File: src/hw/rtl/tssd_pkg.sv
// Shared types and constants for the two-stage switch debouncer.
`default_nettype none

package tssd_pkg;

    localparam int FIELD_W    = 24;  // width of every level mask
    localparam int TIME_W     = 32;  // millisecond timestamp
    localparam int THR_W      = 16;  // threshold registers
    localparam int CFG_IDX_W  = 8;   // config register index
    localparam int IN_DATA_W  = 56;  // raw_sample + time_now
    localparam int OUT_DATA_W = 80;  // three masks + flag, padded to bytes

    localparam logic [THR_W-1:0] DEBOUNCE_RESET = 16'd50;
    localparam logic [THR_W-1:0] STABLE_RESET   = 16'd1000;

    typedef enum logic [CFG_IDX_W-1:0] {
        REG_DEBOUNCE_TIME = 8'd0,
        REG_STABLE_TIME   = 8'd1
    } t_cfg_reg;

    typedef struct packed {
        logic [THR_W-1:0] debounce_time;
        logic [THR_W-1:0] stable_time;
    } t_thresh;

    typedef struct packed {
        logic              en;   // item moves to the result register this cycle
        logic [TIME_W-1:0] now;
    } t_step;

endpackage

`default_nettype wire

File: src/hw/rtl/tssd_lane.sv
// One debouncer channel: candidate, debounced and stable levels with their stamps.
`default_nettype none

module tssd_lane (
    input  wire logic              i_clk,
    input  wire logic              i_rst_n,
    input  wire tssd_pkg::t_step   i_step,
    input  wire tssd_pkg::t_thresh i_thresh,
    input  wire logic              i_raw,
    output logic                   o_deb,
    output logic                   o_stab,
    output logic                   o_deb_next,
    output logic                   o_stab_next
);
    import tssd_pkg::*;

    logic              r_cand, n_cand;
    logic [TIME_W-1:0] r_cand_stamp, n_cand_stamp;
    logic              r_deb, n_deb;
    logic [TIME_W-1:0] r_deb_stamp, n_deb_stamp;
    logic              r_stab, n_stab;
    logic [TIME_W-1:0] w_cand_age;
    logic [TIME_W-1:0] w_deb_age;

    always_comb begin
        n_cand       = r_cand;
        n_cand_stamp = r_cand_stamp;
        n_deb        = r_deb;
        n_deb_stamp  = r_deb_stamp;
        n_stab       = r_stab;

        // candidate follows raw, restamped on every change
        if (i_raw != r_cand) begin
            n_cand       = i_raw;
            n_cand_stamp = i_step.now;
        end

        // wrapping age against the candidate stamp
        w_cand_age = i_step.now - n_cand_stamp;
        if ((n_cand != r_deb) &&
            (w_cand_age >= {{(TIME_W-THR_W){1'b0}}, i_thresh.debounce_time})) begin
            n_deb       = n_cand;
            n_deb_stamp = i_step.now;
        end

        w_deb_age = i_step.now - n_deb_stamp;
        if ((n_deb != r_stab) &&
            (w_deb_age >= {{(TIME_W-THR_W){1'b0}}, i_thresh.stable_time})) begin
            n_stab = n_deb;
        end
    end

    always_ff @(posedge i_clk) begin
        if (!i_rst_n) begin
            r_cand       <= 1'b0;
            r_cand_stamp <= '0;
            r_deb        <= 1'b0;
            r_deb_stamp  <= '0;
            r_stab       <= 1'b0;
        end else if (i_step.en) begin
            r_cand       <= n_cand;
            r_cand_stamp <= n_cand_stamp;
            r_deb        <= n_deb;
            r_deb_stamp  <= n_deb_stamp;
            r_stab       <= n_stab;
        end
    end

    assign o_deb       = r_deb;
    assign o_stab      = r_stab;
    assign o_deb_next  = n_deb;
    assign o_stab_next = n_stab;

endmodule

`default_nettype wire

File: config.mk
export PLATFORM = sky130hd
export DESIGN_NAME = tssd_lane
export DESIGN_NICKNAME = d
export VERILOG_FILES = /design/src/hw/rtl/tssd_pkg.sv /design/src/hw/rtl/tssd_lane.sv
export SDC_FILE = /design/constraint.sdc
export NUM_CORES = 1
export LEC_CHECK = 0
export BUFFER_PORTS_ARGS = -buffer_cell sky130_fd_sc_hd__buf_2
export CAP_MARGIN = 15
export CORE_MARGIN = 3
export CORE_UTILIZATION = 50
export DETAILED_ROUTE_END_ITERATION = 8
export GPL_TIMING_DRIVEN = 1
export PLACE_DENSITY = 0.78
export SLEW_MARGIN = 25
export SYNTH_ARGS = -nofsm -noshare
export SYNTH_HDL_FRONTEND = slang
export SYNTH_SLANG_ARGS = --single-unit
File: constraint.sdc
create_clock -name i_clk -period 11.6 [get_ports i_clk]
set_clock_uncertainty 0.2 [all_clocks]
set_input_delay 0.58 -clock i_clk [delete_from_list [all_inputs] [get_ports i_clk]]
set_output_delay 0.58 -clock i_clk [all_outputs]
set_load 0.02 [all_outputs]
==> flow_summary.toml, run 1 <==
[logic_synthesis]
synth.ff_latch_count = 67
post_synthesis_cell_area_mm2 = 0.008310
synthesis.nets = 1269
netlist_instances = 1117
number_of_flops_mapped_to_enable_cells_by_yosys = 0
yosysUniqueCellTypes = 80
part_of_the_yosys_area_used_for_sequential_elements_pct = 16.14
yosys_most_used_dff = "sky130_fd_sc_hd__dfxtp_1"
ys_warns = 0
synth_async_sr_flop_share_pct = 0
syn-mean-instance-area_um2 = 7.440

[worst_setup_path]
reg2regPathDepth = 53
critical_path.most_common_cell = "sky130_fd_sc_hd__nand4_1"
worst-endpoint-required_ps = 10820
critPathLaunchType = "register"
crit_path_end_kind = "output port"
critical_path_class = "reg2out"
worst-r2r-setup-slack_ps = 1250
cp_data_arrival_time_ps = 10480
max_stage_delay_ps = 470
worst-path-max-fanout = 4
critPathSlowestCell = "sky130_fd_sc_hd__o31ai_4"

[routing]
vias_per_cell = 6.023
ant_nets = 0
firstDrtPassIters = 5
routed_wl_mm = 24.64
detailedRoute.firstIterationViolations = 781
drcViolationCount = 0
dr_total_vias = 8679
detail_route.wl_per_cell_um = 17.10

[placement]
routability_cong = 0.9736
dp.final_hpwl_mm = 18.28
port_buffers = 71

[die]
initial_core_util_pct = 51.75
die_y_extent_um = 134.9
ios = 72
core_area_mm2 = 0.01606
die_x_um = 134.9
rows = 46
floorplan.die_area_mm2 = 0.01820

[clocking]
htree_num_levels = 3
cts_buffers = 9
clock_sink_count = 67
cts_buffer_depth = 2
cts_root_buf = "sky130_fd_sc_hd__clkbuf_16"
clk_latency_ps = 340
tritoncts = "done"
cts.clk_slew.worst_paths_ps = 60

[global_routing]
first_global_vias = 7980
wire_length_of_the_first_global_routing_pass_mm = 38.36
grt_max_degree = 97
overflow = 0
total_global_routing_track_utilization_pct = 25.29
grt_antenna_before_repair = 0

[job]
drv.max_cap_violation_count = 0

[timing]
slew_margin_rel_pct = 36.32
timing.setup.tns_ps = 0
slew_violations = 0
hold_violations = 0
timing.final.setup_violations = 0
achievable-frequency_mhz = 88.83
tightest_slew_ps = 955.3
ratio_of_final_minimum_period_to_clock_period_pct = 97.05
hold-worst-slack_ps = 276.9
final_period_demand_of_the_worst_path_ps = 11260
grt_setup_unrepaired = "true"

[layout]
mostFrequentLayoutCells = "145 x sky130_fd_sc_hd__nand2_1, 77 x sky130_fd_sc_hd__a21oi_1, 73 x sky130_fd_sc_hd__ha_1, 73 x sky130_fd_sc_hd__buf_4, 70 x sky130_fd_sc_hd__buf_2"
mostFrequentLayoutCell = "sky130_fd_sc_hd__nand2_1"
postLayoutCoreUtil_pct = 62.69
finish.net_count = 1372
area_growth_pct = 21.14
antenna_cells = 0
num-fill-cells = 1380
drive_gt1_share_pct = 20.57

[worst_hold_path]
worstHoldPathType = "reg2reg"
worstHoldPathCells = 1

[power]
totalPowerFinal_w = 0.001315
peakVddDrop_mv = 0.08553
pwr_density_cell_mw_per_mm2 = 130.6
p_leak_nw = 4.832

[outcome]
outcome = "complete, no violations"
## power by group
part / switching [W] / total (W) / internal (W) / leakage, nW
registers: 0.0000149 / 0.000264 / 0.000249 / 0.554
clock network: 0.000104 / 0.000276 / 0.000172 / 0.148
logic: 0.000429 / 0.000775 / 0.000346 / 4.13
total: 0.000548 / 0.00131 / 0.000766 / 4.83
## registers in the layout, summed over array words and instances (netlist names)
name          cells
o_deb             1
r_cand            1
r_deb_stamp      32
r_cand_stamp     32
o_stab            1
## synth_stat cells (26+ instances only)
cell / number / area share [%]
sky130_fd_sc_hd__nand2_1: 148 / 6.7
sky130_fd_sc_hd__a21oi_1: 84 / 5.1
sky130_fd_sc_hd__ha_1: 83 / 12
sky130_fd_sc_hd__dfxtp_1: 67 / 16
sky130_fd_sc_hd__nor2_1: 64 / 2.9
sky130_fd_sc_hd__inv_1: 61 / 2.8
sky130_fd_sc_hd__mux2i_1: 56 / 6.7
sky130_fd_sc_hd__o211a_1: 47 / 5.7
sky130_fd_sc_hd__clkbuf_1: 42 / 1.9
sky130_fd_sc_hd__o21ai_0: 42 / 2.5
sky130_fd_sc_hd__nor2b_1: 34 / 2.6
sky130_fd_sc_hd__a21o_1: 32 / 2.9
sky130_fd_sc_hd__nand2b_1: 27 / 2.0
sky130_fd_sc_hd__nor3_1: 26 / 1.6
## worst paths after layout
check                                       end                     startpoint
hold reg to reg   r_cand_stamp[22]$_SDFFE_PN0P_  r_cand_stamp[22]$_SDFFE_PN0P_
setup reg to reg            o_stab$_SDFFE_PN0P_            r_cand$_SDFFE_PN0P_
hold / removal    r_cand_stamp[22]$_SDFFE_PN0P_  r_cand_stamp[22]$_SDFFE_PN0P_
setup / recovery                    o_stab_next            r_cand$_SDFFE_PN0P_
## layout make-up
| cell class | instances | area, µm² | share of cell area (%) |
|---|---|---|---|
| Timing Repair Buffer | 150 | 993.5 | 9.868 |
| Tap cell | 216 | 270.3 | 2.685 |
| Inverter | 61 | 232.7 | 2.312 |
| Multi-Input combinational cell | 931 | 6924 | 68.78 |
| Clock buffer | 10 | 239.0 | 2.374 |
| Sequential cell | 67 | 1343 | 13.34 |
| Clock inverter | 6 | 65.06 | 0.6463 |
## timing repair
| action | CTS | global route |
|---|---|---|
| hold buffers | 0 | 0 |
| resized for setup | 15 | 81 |
| pin swaps | 11 | 51 |
| buffers inserted | 2 | 10 |
| endpoints found under the setup margin | 1 | 2 |
## stage by stage
stage                     worst slack (ps)  instance area (µm²)  std cells
final                                342.3                10070       1441
after global routing                -229.3                10070       1441
after CTS                            29.91                 9608       1432
after detailed placement            -399.4                 9239       1414
after global placement               116.0                 9239       1414
after floorplan                      39.31                 8362       1117
## kinds of logic after synthesis
logic type	Yosys count	synth area share, %
xor gates and xnor gates	47	4.953
muxes	59	7.182
DFF	67	16.14
buffers and inverters	119	5.510
AOI/OAI and AO/OA	347	30.32
and+or+nand+nor	390	22.67
adders and majority gates	88	13.22
## critical path, delay by kind of cell, from the launching register on
| family | cells | cell delay (ps) |
|---|---|---|
| flops | 1 | 350 |
| mux | 2 | 410 |
| xor+xnor | 2 | 250 |
| simple gates | 15 | 2240 |
| fa+ha+maj | 7 | 1900 |
| compound gates | 24 | 4570 |
| buf+inv | 4 | 390 |
## metal layers
| metal | GRT usage, % | wire (µm) | up-vias |
|---|---|---|---|
| li1 | - | - | 4293 |
| met1 | 34.93 | 11110 | 4026 |
| met3 | 3.353 | 1581 | 44 |
| met2 | 40.44 | 11360 | 316 |
| met4 | 9.050 | 590 | 0 |
| met5 | 0 | 0 | - |
Note: power is estimated with default switching activity, not from simulation.
==> run 2, diff against run 1 <==
--- a/config.mk
+++ b/config.mk
@@ -5,6 +5,7 @@
 export SDC_FILE = /design/constraint.sdc
 export NUM_CORES = 1
 export LEC_CHECK = 0
+export ABC_AREA = 1
 export BUFFER_PORTS_ARGS = -buffer_cell sky130_fd_sc_hd__buf_2
 export CAP_MARGIN = 15
 export CORE_MARGIN = 3
==> flow_summary.toml, run 2 <==
[die]
floorplan.die_area_mm2 = 0.01843
rows = 46
ios = 72
die_y_extent_um = 135.8
initial_core_util_pct = 52.05
core_area_mm2 = 0.01617
die_x_um = 135.8

[worst_setup_path]
critPathSlowestCell = "sky130_fd_sc_hd__ha_2"
max_stage_delay_ps = 950
critical_path.most_common_cell = "sky130_fd_sc_hd__nand2_1"
cp.buffers_inverters = 6
critical_path.top_delay_family = "simple AND/OR/NAND/NOR gates"
crit_path_end_kind = "output port"
critPathLaunchType = "register"
critical_path_class = "reg2out"
worst-endpoint-required_ps = 10820
cp_data_arrival_time_ps = 8990
worst-path-max-fanout = 46

[layout]
design_area_mm2 = 0.009193
finish.net_count = 1623
antenna_cells = 0
mostFrequentLayoutCell = "sky130_fd_sc_hd__nand2_1"
final_cells = 1691
area_growth_pct = 9.200
drive_gt1_share_pct = 8.203
largestRegisters = "r_cand_stamp: 32 flops, r_deb_stamp: 32 flops"
mostFrequentLayoutCells = "374 x sky130_fd_sc_hd__nand2_1, 274 x sky130_fd_sc_hd__inv_1, 104 x sky130_fd_sc_hd__a21oi_1, 96 x sky130_fd_sc_hd__nor2_1, 84 x sky130_fd_sc_hd__o21ai_0"

[power]
peakVddDrop_mv = 0.07866
pwr_density_cell_mw_per_mm2 = 132.3
totalPowerFinal_w = 0.001216
p_leak_nw = 5.240

[global_routing]
grt_max_degree = 97
wire_length_of_the_first_global_routing_pass_mm = 38.71
first_global_vias = 8329
total_global_routing_track_utilization_pct = 25.74
overflow = 0
grt_antenna_before_repair = 0

[logic_synthesis]
yosys-top-cells-count = "374 x sky130_fd_sc_hd__nand2_1, 275 x sky130_fd_sc_hd__inv_1, 104 x sky130_fd_sc_hd__a21oi_1, 96 x sky130_fd_sc_hd__nor2_1, 84 x sky130_fd_sc_hd__o21ai_0"
synth_largest_area_cell = "sky130_fd_sc_hd__nand2_1"
ys_warns = 0
syn-mean-instance-area_um2 = 5.924
number_of_flops_mapped_to_enable_cells_by_yosys = 0
synth.ff_latch_count = 67
post_synthesis_cell_area_mm2 = 0.008418
yosys_most_used_dff = "sky130_fd_sc_hd__dfxtp_1"
synthesis.nets = 1573
synth_async_sr_flop_share_pct = 0
part_of_the_yosys_area_used_for_sequential_elements_pct = 15.93
yosysUniqueCellTypes = 43
netlist_instances = 1421
yosys.cell_count.top_type = "sky130_fd_sc_hd__nand2_1"
post_synth_main_area_contributors = "sky130_fd_sc_hd__nand2_1 17%, sky130_fd_sc_hd__dfxtp_1 16%, sky130_fd_sc_hd__ha_1 12%"
yosys.area.top_type_share_pct = 16.68

[clocking]
cts.clk_slew.worst_paths_ps = 60
clock_sink_count = 67
cts_root_buf = "sky130_fd_sc_hd__clkbuf_16"
post_cts_resized = 0
cts_buffer_depth = 2
htree_num_levels = 3
clk_latency_ps = 340
cts.repair_timing.setup_buffer_count = 0
cts_buffers = 9
ctsHoldBuffers = 0
tritoncts = "done"

[timing]
timing.setup.tns_ps = 0
hold_violations = 0
ratio_of_final_minimum_period_to_clock_period_pct = 84.24
achievable-frequency_mhz = 102.3
grt_setup_unrepaired = "false"
timing.final.setup_violations = 0
final_period_demand_of_the_worst_path_ps = 9772
tightest_slew_ps = 970.1
slew_violations = 0
slew_margin_rel_pct = 34.93
post-route-worst-setup-slack_ps = 1828

[routing]
routed_wl_mm = 23.18
dr_total_vias = 9089
met3_length_mm = 1.165
drt-met1-wl_mm = 11.01
ant_nets = 0
top_layer = "met4"
wl_met2_mm = 10.24
drcViolationCount = 0
firstDrtPassIters = 5
vias_per_cell = 5.375
detailedRoute.firstIterationViolations = 694
detail_route.wl_per_cell_um = 13.71

[placement]
postPlaceCellArea_mm2 = 0.008897
detailedPlace.worstSlack_ps = 1996
placed_cells_incl_taps = 1676
port_buffers = 71
dp.final_hpwl_mm = 18.79
routability_cong = 1.012

[outcome]
outcome = "complete, no violations"

[worst_hold_path]
worstHoldPathType = "reg2reg"

[job]
drv.max_cap_violation_count = 0
[run 2: changes by cell type after synthesis, moves of 32 or more]
cell and change:
sky130_fd_sc_hd__o211a_1 -47, sky130_fd_sc_hd__nor2b_1 -34, sky130_fd_sc_hd__nand3_1 +66, sky130_fd_sc_hd__inv_1 +214
sky130_fd_sc_hd__nand2_1 +226, sky130_fd_sc_hd__nor2_1 +32, sky130_fd_sc_hd__o21ai_0 +42, sky130_fd_sc_hd__o211ai_1 +34
[run 2: worst register-to-register path: cells and delay by family (launching register included)]
family / cells / cell delay [ps]
and+or+nand+nor: 25 / 2670
AOI/OAI and AO/OA: 14 / 2260
adders and majority gates: 5 / 2030
buffers and inverters: 6 / 970
DFF: 1 / 370
xor gates and xnor gates: 2 / 360
[run 2: final timing paths]
kind / cells past startpoint / to / slack, ps / startpoint
setup reg to reg: 52 / o_stab$_SDFFE_PN0P_ / 2640 / r_cand$_SDFFE_PN0P_
hold / removal: 2 / r_deb_stamp[30]$_SDFFE_PN0P_ / 280 / r_deb_stamp[30]$_SDFFE_PN0P_
setup / recovery: 51 / o_stab_next / 1830 / r_cand$_SDFFE_PN0P_
hold reg to reg: 2 / r_deb_stamp[30]$_SDFFE_PN0P_ / 280 / r_deb_stamp[30]$_SDFFE_PN0P_
[run 2: power breakdown]
part,switching (W),internal [W]
Clock,0.000102,0.000177
Combinational,0.000426,0.000250
Sequential,0.0000113,0.000250
Total,0.000539,0.000677
[run 2: through the flow]
stage	util (%)	hold slack [ps]
after CTS	56.84	281.9
final	56.84	278.7
after global placement	55.01	259.9
after global routing	56.84	296.7
after floorplan	-	244.1
after detailed placement	55.01	264.5
[run 2: area by class of cell]
class	count	area (µm²)
fillers	1671	6980
multi-input cells	1044	5879
flip-flops and latches	67	1341
inverters	276	1036
repair buffers	73	370.4
well taps	216	270.3
clock buffers	13	260.3
clock inverters	2	35.03
[run 2: cell families (layout without fill, tap and decap cells)]
group / after synthesis / after routing / synth area share (%)
AND/OR/NAND/NOR: 635 / 635 / 32.40
multiplexers: 34 / 34 / 4.043
XOR/XNOR: 30 / 30 / 3.121
adder cells (fa/ha/maj): 84 / 84 / 12.57
AO/OA/AOI/OAI: 261 / 261 / 17.67
flip-flops: 67 / 67 / 15.93
buffers and inverters: 310 / 364 / 14.25
[run 2: metal layers]
layer	vias to the layer above	track usage [%]
met5	-	0
met1	4074	35.48
met4	0	9.686
met2	269	41.48
met3	46	2.749
li1	4700	-
