<file path="config.mk">
export PLATFORM = sky130hd
export DESIGN_NAME = tssd_cfg
export DESIGN_NICKNAME = d
export VERILOG_FILES = /design/src/hw/rtl/tssd_pkg.sv /design/src/hw/rtl/tssd_cfg.sv
export SDC_FILE = /design/constraint.sdc
export NUM_CORES = 1
export LEC_CHECK = 0
export BUFFER_PORTS_ARGS = -buffer_cell sky130_fd_sc_hd__buf_2
export CELL_PAD_IN_SITES_DETAIL_PLACEMENT = 2
export CELL_PAD_IN_SITES_GLOBAL_PLACEMENT = 2
export CORE_UTILIZATION = 27
export CTS_BUF_LIST = sky130_fd_sc_hd__clkbuf_2
export DETAILED_ROUTE_END_ITERATION = 10
export HOLD_SLACK_MARGIN = 0.02
export MAX_ROUTING_LAYER = met4
export PLACE_DENSITY_LB_ADDON = 0.08
export SETUP_SLACK_MARGIN = 0.02
export SYNTH_ARGS = -nofsm -noshare
export SYNTH_HDL_FRONTEND = slang
export SYNTH_SLANG_ARGS = --single-unit
</file>
<file path="constraint.sdc">
create_clock -name i_clk -period 2.1 [get_ports i_clk]
set_input_delay 0.42 -clock i_clk [delete_from_list [all_inputs] [get_ports i_clk]]
set_output_delay 0.42 -clock i_clk [all_outputs]
set_load 0.02 [all_outputs]
</file>
<file path="src/hw/rtl/tssd_pkg.sv">
// Shared types and constants for the two-stage switch debouncer.
`default_nettype none

package tssd_pkg;

    localparam int FIELD_W    = 24;  // width of every level mask
    localparam int TIME_W     = 32;  // millisecond timestamp
    localparam int THR_W      = 16;  // threshold registers
    localparam int CFG_IDX_W  = 8;   // config register index
    localparam int IN_DATA_W  = 56;  // raw_sample + time_now
    localparam int OUT_DATA_W = 80;  // three masks + flag, padded to bytes

    localparam logic [THR_W-1:0] DEBOUNCE_RESET = 16'd50;
    localparam logic [THR_W-1:0] STABLE_RESET   = 16'd1000;

    typedef enum logic [CFG_IDX_W-1:0] {
        REG_DEBOUNCE_TIME = 8'd0,
        REG_STABLE_TIME   = 8'd1
    } t_cfg_reg;

    typedef struct packed {
        logic [THR_W-1:0] debounce_time;
        logic [THR_W-1:0] stable_time;
    } t_thresh;

    typedef struct packed {
        logic              en;   // item moves to the result register this cycle
        logic [TIME_W-1:0] now;
    } t_step;

endpackage

`default_nettype wire

</file>
<file path="src/hw/rtl/tssd_cfg.sv">
// Threshold register file for the debouncer.
`default_nettype none

module tssd_cfg (
    input  wire logic                           i_clk,
    input  wire logic                           i_rst_n,
    input  wire logic                           i_cfg_valid,
    output logic                                o_cfg_ready,
    input  wire logic [tssd_pkg::CFG_IDX_W-1:0] i_cfg_index,
    input  wire logic [tssd_pkg::THR_W-1:0]     i_cfg_data,
    output tssd_pkg::t_thresh                   o_thresh
);
    import tssd_pkg::*;

    t_thresh r_thresh;
    t_thresh n_thresh;

    assign o_cfg_ready = 1'b1;

    always_comb begin
        n_thresh = r_thresh;
        if (i_cfg_valid) begin
            case (i_cfg_index)
                REG_DEBOUNCE_TIME: n_thresh.debounce_time = i_cfg_data;
                REG_STABLE_TIME:   n_thresh.stable_time   = i_cfg_data;
                default:           n_thresh = r_thresh;  // unknown index: ignored
            endcase
        end
    end

    always_ff @(posedge i_clk) begin
        if (!i_rst_n) begin
            r_thresh.debounce_time <= DEBOUNCE_RESET;
            r_thresh.stable_time   <= STABLE_RESET;
        end else begin
            r_thresh <= n_thresh;
        end
    end

    assign o_thresh = r_thresh;

endmodule

`default_nettype wire

</file>
==> results.md, run 1 <==
* Clock network fraction of total power at 29.1%
* Die height at 72.2 um
* Register Area at 641 um^2
* Count of final setup violators at 0
* Core area at 4720 um^2
* Wire length per cell at 14.3 um
* Num ports at 60
* Largest cells by area after synthesis: dfxtp_1 48%, mux2i_1 19%, nand2_1 11%
* Drt pass-1 iters at 2
* Hold Vio Cnt, Final at 0
* Final cycle utilization of the critical path at 77.1%
* Worst Skew at 0 ns
* Critical path type: in2reg
* Syn_nets at 165
* Worst-skew pair later-pin latency at 0.35 ns
* Die width at 72.2 um
* Cell taking the most area after synthesis: dfxtp_1
* DRT antenna net count at 0
* Worst-path cell chain: buf_2 > or4b_1 > nor3_4 > mux2i_1
* Dpl hpwl at 2990 um
* Share of layout cells above drive strength 1 at 37.7%
* Seq pwr share at 62.9%
* Row count at 25
* Area grow syn2layout at 30.1%
* Clock buffer depth at 2
* Initial Util at 28.2%
* Multi-input logic area at 621 um^2
* Die ar. at 5220 um^2
* Hold-fix buffers, CTS at 0
* Sw Ratio at 25.9%
* HP Class: in2reg
* Final core occ at 36.7%
* Post_cts resized at 0
* Largest net degree at the start of global routing at 31
* Num CTS Buffers at 5
* Proportion of synthesized chip area in sequential cells at 48.1%
* Final wirelength at 3820 um
* Wire length on met3 at 192 um
* CP max stage cell: or4b_1
* Avg Inst Size Synth at 9.65 um^2
* Max reg flops at 32
* DR WL met2 at 1950 um
* Number of port buffers at 58
* Max Cap Viol at 0
* Syn Std Cell Area at 1330 um^2
* Synth Instances at 138
* CTS tree: yes
* CTS sink cnt at 32
* GR Overflow Total at 0
* N_diodes at 0
* GRT Resource Usage Total at 16.1%
* Via count at 1231
* WP data required at 2.39 ns
* Critical Path Start Type: primary input
* CP max FO at 6
* # fillers at 546
* Post-layout net count at 226
* Placer Congestion at 0.739
* First-pass GRT wire length at 6150 um
* Synth warn at 0
* Max H-tree Level at 2
* Drc violations at 0
* Metal-1 WL at 1630 um
* Vias per cell at 4.63
* Switching power total at 0.251 mW
* Top cell type's share of synthesized area at 48.1%
* Post-layout min period at 1.62 ns
* FF-to-FF setup slack at 1.41 ns
* Root Driver: clkbuf_2
* Fmax at 618 MHz
* DR top layer: met4
* Setup crit end kind: flop
* Synth cell types at 21
* Power Dens Cells at 559 nW/um^2
* Status: complete, no violations
* Postcts setup bufs at 0
* Vias in the first global route at 1288
* Maximum vdd ir drop at 0.232 mV
* Antenna violations before repair at 0
* Clock transition at the registers of the reported paths at 0.17 ns
* Int Power at 0.718 mW
* Final Max Slew Viols at 0
* Seq cells post-synth at 32
* Unrepaired setup endpoints after global routing: false
* Comb pwr share at 8.0%
* Leak at 0.758 nW
* Total negative setup slack at 0 ns
* Iter 0 DRT Violations at 57
* CP max stage delay at 0.68 ns
* CP Data Arrival Time at 1.91 ns
## synth_stat cells (all sizes together)
| master | instances |
|---|---|
| or4 | 1 |
| o21ai | 7 |
| nor3 | 2 |
| clkbuf | 5 |
| nand2 | 38 |
| nand3 | 1 |
| buf | 5 |
| dfxtp | 32 |
| mux2i | 25 |
| clkinv | 1 |
| nor4b | 1 |
| conb | 1 |
| a31oi | 7 |
| or4b | 1 |
| nor4 | 8 |
| nor2b | 3 |
## layer usage
layer	vias up	GRT usage, %
met5	-	-
met4	0	6.54
met3	4	3.47
met2	36	28.0
met1	593	17.8
li1	598	-
## placed cells by master, fill, tap and decap left out, drive strengths merged, types with 2 or more instances in the layout
master and count:
buf 64, nand2 38, dfxtp 32, mux2i 25, nor4 8, a31oi 7
o21ai 7, clkbuf 6, nor2b 3, nor3 2, clkinv 2
## power groups by stage
stage / combinational [mW] / clock (mW) / sequential [mW]
after floorplan: 0.0386 / 0 / 0.623
after global placement: 0.0753 / 0 / 0.622
after detailed placement: 0.0789 / 0 / 0.622
after CTS: 0.0792 / 0.303 / 0.609
after global routing: 0.0865 / 0.328 / 0.610
final: 0.0775 / 0.282 / 0.609
## final cells by class
type / instances / share of cell area, %
flip-flops and latches: 32 / 37.0
multi-input cells: 95 / 35.8
repair buffers: 64 / 20.1
well taps: 67 / 4.84
clock buffers: 6 / 1.73
clock inverters: 1 / 0.289
inverters: 1 / 0.217
## per-stage QoR
stage	area, um^2	setup slack, ns	total power, mW	hold slack, ns	instances
finish	1730	0.481	0.968	0.294	266
global placement	1700	0.180	0.697	0.441	259
global route	1730	0.432	1.02	0.270	266
floorplan	1330	0.267	0.661	0.533	138
CTS	1730	0.489	0.991	0.275	266
detailed placement	1700	0.0855	0.700	0.458	259
## worst max-delay path, delay by kind of cell
| family | cells | cell delay (ns) |
|---|---|---|
| multiplexers | 1 | 0.24 |
| buffers and inverters | 1 | 0.11 |
| AND/OR/NAND/NOR | 2 | 1.13 |
## logic make-up after synthesis
group,synth area share (%)
mux,18.8
compound gates,5.92
buf+inv,5.26
other cells,0.282
flops,48.1
simple gates,21.6
## worst paths after layout
check                           cells after the start                 startpoint                   endpoint
worst min register to register                      2  o_thresh[18]$_SDFFE_PN0P_  o_thresh[18]$_SDFFE_PN0P_
worst min-delay path                                3              i_cfg_data[8]  o_thresh[24]$_SDFFE_PN0P_
worst max register to register                      2   o_thresh[3]$_SDFFE_PN1P_   o_thresh[3]$_SDFFE_PN1P_
worst max-delay path                                4             i_cfg_index[6]  o_thresh[14]$_SDFFE_PN0P_
Power figures use the tool's default switching activity.
==> run 2: changes to the inputs <==
--- a/config.mk
+++ b/config.mk
@@ -8,7 +8,7 @@
 export BUFFER_PORTS_ARGS = -buffer_cell sky130_fd_sc_hd__buf_2
 export CELL_PAD_IN_SITES_DETAIL_PLACEMENT = 2
 export CELL_PAD_IN_SITES_GLOBAL_PLACEMENT = 2
-export CORE_UTILIZATION = 27
+export CORE_UTILIZATION = 25
 export CTS_BUF_LIST = sky130_fd_sc_hd__clkbuf_2
 export DETAILED_ROUTE_END_ITERATION = 10
 export HOLD_SLACK_MARGIN = 0.02
==> constraint.sdc (replaced) <==
create_clock -name i_clk -period 1.4 [get_ports i_clk]
set_input_delay 0.28 -clock i_clk [delete_from_list [all_inputs] [get_ports i_clk]]
set_output_delay 0.28 -clock i_clk [all_outputs]
set_load 0.02 [all_outputs]
==> run 2 against run 1 <==
Compared with the run above: clock-buffer cell count unchanged; cell count is 5.3% higher; via count rose by 3.0%; clock power rose by 130%; sequential cell count did not move; first-iteration DRC count rose by 8.8%; sequential power rose by 50%; critical path depth grew 1; combinational power grew 87%; cell area rose by 9.6%; non-clock buffer count up 10; largest power group unchanged.
==> results.md, run 2 (synthesis results as in run 1) <==
* Int Power at 1.29 mW (+79%)
* Iter 0 DRT Violations at 62 (+8.8%)
* DRT antenna net count at 0 (unchanged)
* Critical Path Start Type: primary input
* Leak at 0.842 nW (+11%)
* Row count at 26 (+4.0%)
* Commonest non-fill, non-tap cell in the layout: buf_2
* CP max FO at 14 (+8)
* Postcts setup bufs at 0 (unchanged)
* Critical path type: in2reg
* Via count at 1268 (+3.0%)
* Post-layout net count at 236 (+4.4%)
* Die width at 75.0 um (+3.8%)
* Clock transition at the registers of the reported paths at 0.19 ns (+0.02 ns)
* Dpl hpwl at 3070 um (+2.4%)
* Die ar. at 5620 um^2 (+7.8%)
* Fmax at 774 MHz
* WP data required at 1.70 ns (-0.69 ns)
* Worst-skew pair later-pin latency at 0.37 ns (+0.02 ns)
* Hold-fix buffers, CTS at 0 (unchanged)
* Metal-1 WL at 1670 um (+2.3%)
* Final Max Slew Viols at 0 (unchanged)
* Placer Congestion at 0.698 (-5.6%)
* Num CTS Buffers at 5 (unchanged)
* # fillers at 588 (+7.7%)
* Status: complete, no violations
* Drc violations at 0 (unchanged)
* Switching power total at 0.422 mW (+68%)
* DR WL met2 at 2000 um (+2.7%)
* Cell family with most CP delay: simple AND/OR/NAND/NOR gates
* Max reg flops at 32 (unchanged)
* Power Dens Cells at 900 nW/um^2 (+61%)
* Maximum vdd ir drop at 0.390 mV (+68%)
* GRT Resource Usage Total at 15.7% (-0.41 points)
* CP max stage cell: or4_4
* FF-to-FF setup slack at 0.71 ns (-0.70 ns)
* Vias in the first global route at 1337 (+3.8%)
* Hold WS at 0.154 ns (-0.140 ns)
* DR top layer: met4
* Worst Skew at 0 ns (unchanged)
* Setup crit end kind: flop
* CTS tree: yes
* Comb pwr share at 8.5% (+0.5 points)
* Unrepaired setup endpoints after global routing: false
* Core area at 5110 um^2 (+8.1%)
* CP Data Arrival Time at 1.59 ns (-0.32 ns)
* Drt pass-1 iters at 2 (unchanged)
* Total negative setup slack at 0 ns (unchanged)
* Count of final setup violators at 0 (unchanged)
* Worst reg2reg path depth at 2 (unchanged)
* Sw Ratio at 24.7% (-1.2 points)
* Antenna violations before repair at 0 (unchanged)
* Hold path startpoint: i_cfg_data[6]
* Clock network fraction of total power at 38.0% (+8.9 points)
* Hold path cells at 3 (unchanged)
* Number of port buffers at 58 (unchanged)
* Worst reg2reg path endpoint: o_thresh[7]$_SDFFE_PN1P_
* First-pass GRT wire length at 6230 um (+1.4%)
* WP buf/inv at 2 (+1)
* Largest net degree at the start of global routing at 22 (-29%)
* Root Driver: clkbuf_2
* Die height at 75.0 um (+3.8%)
* Final wirelength at 3930 um (+3.1%)
* Post-layout min period at 1.29 ns
* Wire length on met3 at 205 um (+6.8%)
* Seq pwr share at 53.5% (-9.4 points)
* Fin cells at 280 (+5.3%)
* Num ports at 60 (unchanged)
* Initial Util at 26.1% (-2.1 points)
* GR Overflow Total at 0 (unchanged)
* Final cycle utilization of the critical path at 92.2%
* Wire length per cell at 14.1 um (-2.1%)
* Max H-tree Level at 2 (unchanged)
* N_diodes at 0 (unchanged)
* Hold endpoint: o_thresh[22]$_SDFFE_PN0P_
* Commonest non-fill, non-tap cells in the layout: 58 x buf_2, 38 x nand2_1, 32 x dfxtp_1
* Vias per cell at 4.53 (-2.1%)
* Hold Vio Cnt, Final at 0 (unchanged)
* Area grow syn2layout at 42.6%
* HP Class: in2reg
* Post_cts resized at 0 (unchanged)
* Share of layout cells above drive strength 1 at 42.9% (+5.2 points)
* Max Cap Viol at 0 (unchanged)
* CTS sink cnt at 32 (unchanged)
* Critical R2R Launch: o_thresh[7]$_SDFFE_PN1P_
* Clock buffer depth at 2 (unchanged)
* Placed cells at 272 (+5.0%)
* CP max stage delay at 0.59 ns (-0.09 ns)
* Worst-path cell chain: buf_2 > or4_4 > nor3_4 > buf_12 > mux2i_1
==> run 2: changes by cell type in the layout (fill, tap and decap cells not counted), sizes merged <==
cell | before | now
bufinv | 0 | 1
buf | 64 | 74
==> run 2: worst max path at each step <==
| stage | slack (ns) | depth (start not counted) | startpoint | to |
|---|---|---|---|---|
| finish | 0.11 | 5 | i_cfg_index[1] | o_thresh[26]$_SDFFE_PN0P_ |
| global route | 0.07 | 5 | i_cfg_index[1] | o_thresh[22]$_SDFFE_PN0P_ |
| CTS | 0.06 | 5 | i_cfg_index[6] | o_thresh[3]$_SDFFE_PN1P_ |
| detailed placement | -0.31 | 5 | i_cfg_index[1] | o_thresh[28]$_SDFFE_PN0P_ |
| global placement | -0.26 | 5 | i_cfg_index[6] | o_thresh[8]$_SDFFE_PN1P_ |
| floorplan | -0.27 | 5 | i_cfg_index[1] | o_thresh[16]$_SDFFE_PN0P_ |
==> run 2: routing by layer <==
layer  track usage, %  up-vias
li1                 -      620
met1             17.8      605
met2             26.4       37
met3             3.88        6
met4             6.29        0
met5                -        -
==> run 2: per-stage QoR <==
step	area (um^2)	setup slack (ns)	util [%]	power, mW
global route	1900	0.0662	37.2	1.80
finish	1900	0.109	37.2	1.71
global placement	1830	-0.265	35.8	1.07
detailed placement	1830	-0.307	35.8	1.08
floorplan	1360	-0.273	-	0.996
CTS	1890	0.0555	37.0	1.74
==> run 2: power groups by stage <==
stage,clock (mW),sequential (mW),combinational (mW)
5_1_grt,0.721,0.915,0.161
4_1_cts,0.679,0.914,0.147
6_report,0.649,0.914,0.145
3_3_place_gp,0,0.932,0.141
3_5_place_dp,0,0.932,0.146
2_1_floorplan,0,0.934,0.0627
==> run 2: layout make-up <==
type / instances / area, um^2 / share of cell area (%)
clock buffer: 6 / 30.0 / 1.58
inverter: 1 / 5.00 / 0.264
timing repair buffer: 74 / 448 / 23.6
sequential: 32 / 641 / 33.8
clock inverter: 2 / 35.0 / 1.85
tap: 70 / 87.6 / 4.61
multi-input combinational: 95 / 652 / 34.3
==> run 2: worst register-to-register path: cells and delay by family (launching register included) <==
kind	cells	cell delay [ns]
compound gates	2	0.24
flops	1	0.35
==> run 3: changes to the inputs <==
--- a/config.mk
+++ b/config.mk
@@ -5,12 +5,12 @@
 export SDC_FILE = /design/constraint.sdc
 export NUM_CORES = 1
 export LEC_CHECK = 0
-export BUFFER_PORTS_ARGS = -buffer_cell sky130_fd_sc_hd__buf_2
 export CELL_PAD_IN_SITES_DETAIL_PLACEMENT = 2
 export CELL_PAD_IN_SITES_GLOBAL_PLACEMENT = 2
-export CORE_UTILIZATION = 25
+export CORE_UTILIZATION = 33
 export CTS_BUF_LIST = sky130_fd_sc_hd__clkbuf_2
 export DETAILED_ROUTE_END_ITERATION = 10
+export DONT_BUFFER_PORTS = 1
 export HOLD_SLACK_MARGIN = 0.02
 export MAX_ROUTING_LAYER = met4
 export PLACE_DENSITY_LB_ADDON = 0.08
==> constraint.sdc (replaced) <==
create_clock -name i_clk -period 1.1 [get_ports i_clk]
set_input_delay 0.22 -clock i_clk [delete_from_list [all_inputs] [get_ports i_clk]]
set_output_delay 0.22 -clock i_clk [all_outputs]
set_load 0.02 [all_outputs]
==> run 3 against run 2 <==
Compared with the run above: cell count down 29%; total power up 3.6%; sequential power up 25%; core utilization up 5.8 points; clock-buffer cell count down 1; the flow now finishes with violations (negative hold slack, negative setup slack).
==> results.md, run 3 (synthesis results as in run 1) <==
* Setup crit end kind: flop
* Post-Place Cell Area at 1440 um^2 (-21%)
* Hold endpoint: o_thresh[6]$_SDFFE_PN1P_
* Core area at 3770 um^2 (-26%)
* Share of layout cells above drive strength 1 at 36.4% (-6.4 points)
* Row count at 22 (-15%)
* GR Overflow Total at 0 (unchanged)
* Leak at 0.572 nW (-32%)
* DRT antenna net count at 0 (unchanged)
* CTS sink cnt at 32 (unchanged)
* Root Driver: clkbuf_2
* FF-to-FF setup slack at 0.29 ns (-0.42 ns)
* GRT Resource Usage Total at 18.0% (+2.4 points)
* Num ports at 60 (unchanged)
* Cell family with most CP delay: simple AND/OR/NAND/NOR gates
* N_diodes at 0 (unchanged)
* Worst-skew pair later-pin latency at 0.35 ns (-0.02 ns)
* Dpl hpwl at 2400 um (-22%)
* Drt pass-1 iters at 2 (unchanged)
* Commonest non-fill, non-tap cell in the layout: nand2_1
* Final Max Slew Viols at 0 (unchanged)
* Die width at 65.5 um (-13%)
* Num CTS Buffers at 5 (unchanged)
* Iter 0 DRT Violations at 37 (-40%)
* Hold path cells at 1 (-2)
* Status: complete, but fails checks
* Power Dens Cells at 1090 nW/um^2 (+21%)
* Clock buffer depth at 2 (unchanged)
* Failing checks: negative hold slack, negative setup slack
* Hold Vio Cnt, Final at 17 (+17)
* First-pass GRT wire length at 5550 um (-11%)
* Vias per cell at 5.34 (+18%)
* Initial Util at 35.3% (+9.2 points)
* Max H-tree Level at 2 (unchanged)
* Critical Path Start Type: primary input
* Die ar. at 4290 um^2 (-24%)
* Largest net degree at the start of global routing at 49 (+120%)
* Critical R2R Launch: o_thresh[7]$_SDFFE_PN1P_
* CP max FO at 14 (unchanged)
* Placer Congestion at 0.750 (+7.5%)
* Worst slack at placement at -0.410 ns (-0.104 ns)
* Final instance area at 1620 um^2 (-15%)
* Count of final setup violators at 8 (+8)
* Unrepaired setup endpoints after global routing: true
* CP max stage delay at 0.58 ns (about the same)
* Hold-fix buffers, CTS at 7 (+7)
* Hold path startpoint: i_rst_n
* HP Class: in2reg
* Die height at 65.5 um (-13%)
* Antenna violations before repair at 0 (unchanged)
* Wire length per cell at 17.2 um (+23%)
* Worst-path cell chain: or4_4 > nor3_4 > buf_12 > mux2i_1
* WP data required at 1.39 ns (-0.31 ns)
* Commonest non-fill, non-tap cells in the layout: 38 x nand2_1, 25 x mux2i_1, 21 x dfxtp_2
* CP max stage cell: or4_4
* Critical path type: in2reg
* CTS tree: yes
* Worst reg2reg path endpoint: o_thresh[7]$_SDFFE_PN1P_
* Number of port buffers at 0 (-100%)
* Vias in the first global route at 1214 (-9.2%)
* Max reg flops at 32 (unchanged)
* Post-layout min period at 1.13 ns
* Hold WS at -0.0730 ns (-0.227 ns)
* WP buf/inv at 1 (-1)
* Via count at 1062 (-16%)
* Area grow syn2layout at 21.7%
* Setup WS post-layout at -0.0255 ns (-0.134 ns)
* Maximum vdd ir drop at 0.456 mV (+17%)
* CP Data Arrival Time at 1.41 ns (-0.18 ns)
* Final wirelength at 3430 um (-13%)
* Final cycle utilization of the critical path at 102%
* Drc violations at 0 (unchanged)
* Max Cap Viol at 0 (unchanged)
* Worst Skew at 0 ns (unchanged)
* Post-layout net count at 177 (-25%)
* Fmax at 888 MHz
* Postcts setup bufs at 0 (unchanged)
* Worst reg2reg path depth at 2 (unchanged)
* Clock transition at the registers of the reported paths at 0.19 ns (about the same)
==> run 3: how the worst max path moves through the flow <==
stage               cells past startpoint  slack [ns]            from                         to
floorplan                               5       -0.51  i_cfg_index[1]  o_thresh[16]$_SDFFE_PN0P_
global route                            4       -0.02  i_cfg_index[1]  o_thresh[25]$_SDFFE_PN0P_
CTS                                     4      -0.003  i_cfg_index[1]  o_thresh[19]$_SDFFE_PN0P_
global placement                        4       -0.35  i_cfg_index[1]  o_thresh[25]$_SDFFE_PN0P_
detailed placement                      4       -0.41  i_cfg_index[1]  o_thresh[19]$_SDFFE_PN0P_
finish                                  4       -0.03  i_cfg_index[1]  o_thresh[19]$_SDFFE_PN0P_
==> run 3: layout make-up <==
type                       instances  area, um^2
timing repair buffer              15         155
sequential                        32         704
fill                             416        2150
tap                               48        60.1
inverter                           1        5.00
clock inverter                     3        13.8
clock buffer                       5        25.0
multi-input combinational         95         657
==> run 3: report_power, final <==
part / switching [mW] / internal, mW
Clock: 0.398 / 0.143
Sequential: 0.00280 / 1.14
Combinational: 0.0437 / 0.0463
Total: 0.445 / 1.32
==> run 3: routing by layer <==
| layer | up-vias | track usage, % | wire, um |
|---|---|---|---|
| met5 | - | - | 0 |
| met4 | 0 | 7.34 | 52 |
| met3 | 6 | 8.33 | 301 |
| met2 | 39 | 30.3 | 1720 |
| met1 | 514 | 18.1 | 1360 |
| li1 | 503 | - | - |
==> run 3: what timing repair did <==
item / CTS / global route
endpoints found under the hold margin: 30 / 30
endpoints found under the setup margin: 30 / 30
gates resized for setup: 24 / 18
==> run 3: per-stage QoR <==
| stage | TNS, ns | utilization (%) | total power, mW | hold slack, ns | cells |
|---|---|---|---|---|---|
| finish | -0.0988 | 43.0 | 1.77 | -0.0730 | 199 |
| global route | -0.0846 | 43.0 | 1.89 | -0.145 | 199 |
| CTS | -0.00495 | 41.9 | 1.83 | -0.109 | 199 |
| detailed placement | -9.81 | 38.2 | 1.25 | 0.308 | 184 |
| global placement | -8.81 | 38.2 | 1.25 | 0.301 | 184 |
| floorplan | -10.42 | - | 1.27 | 0.362 | 138 |
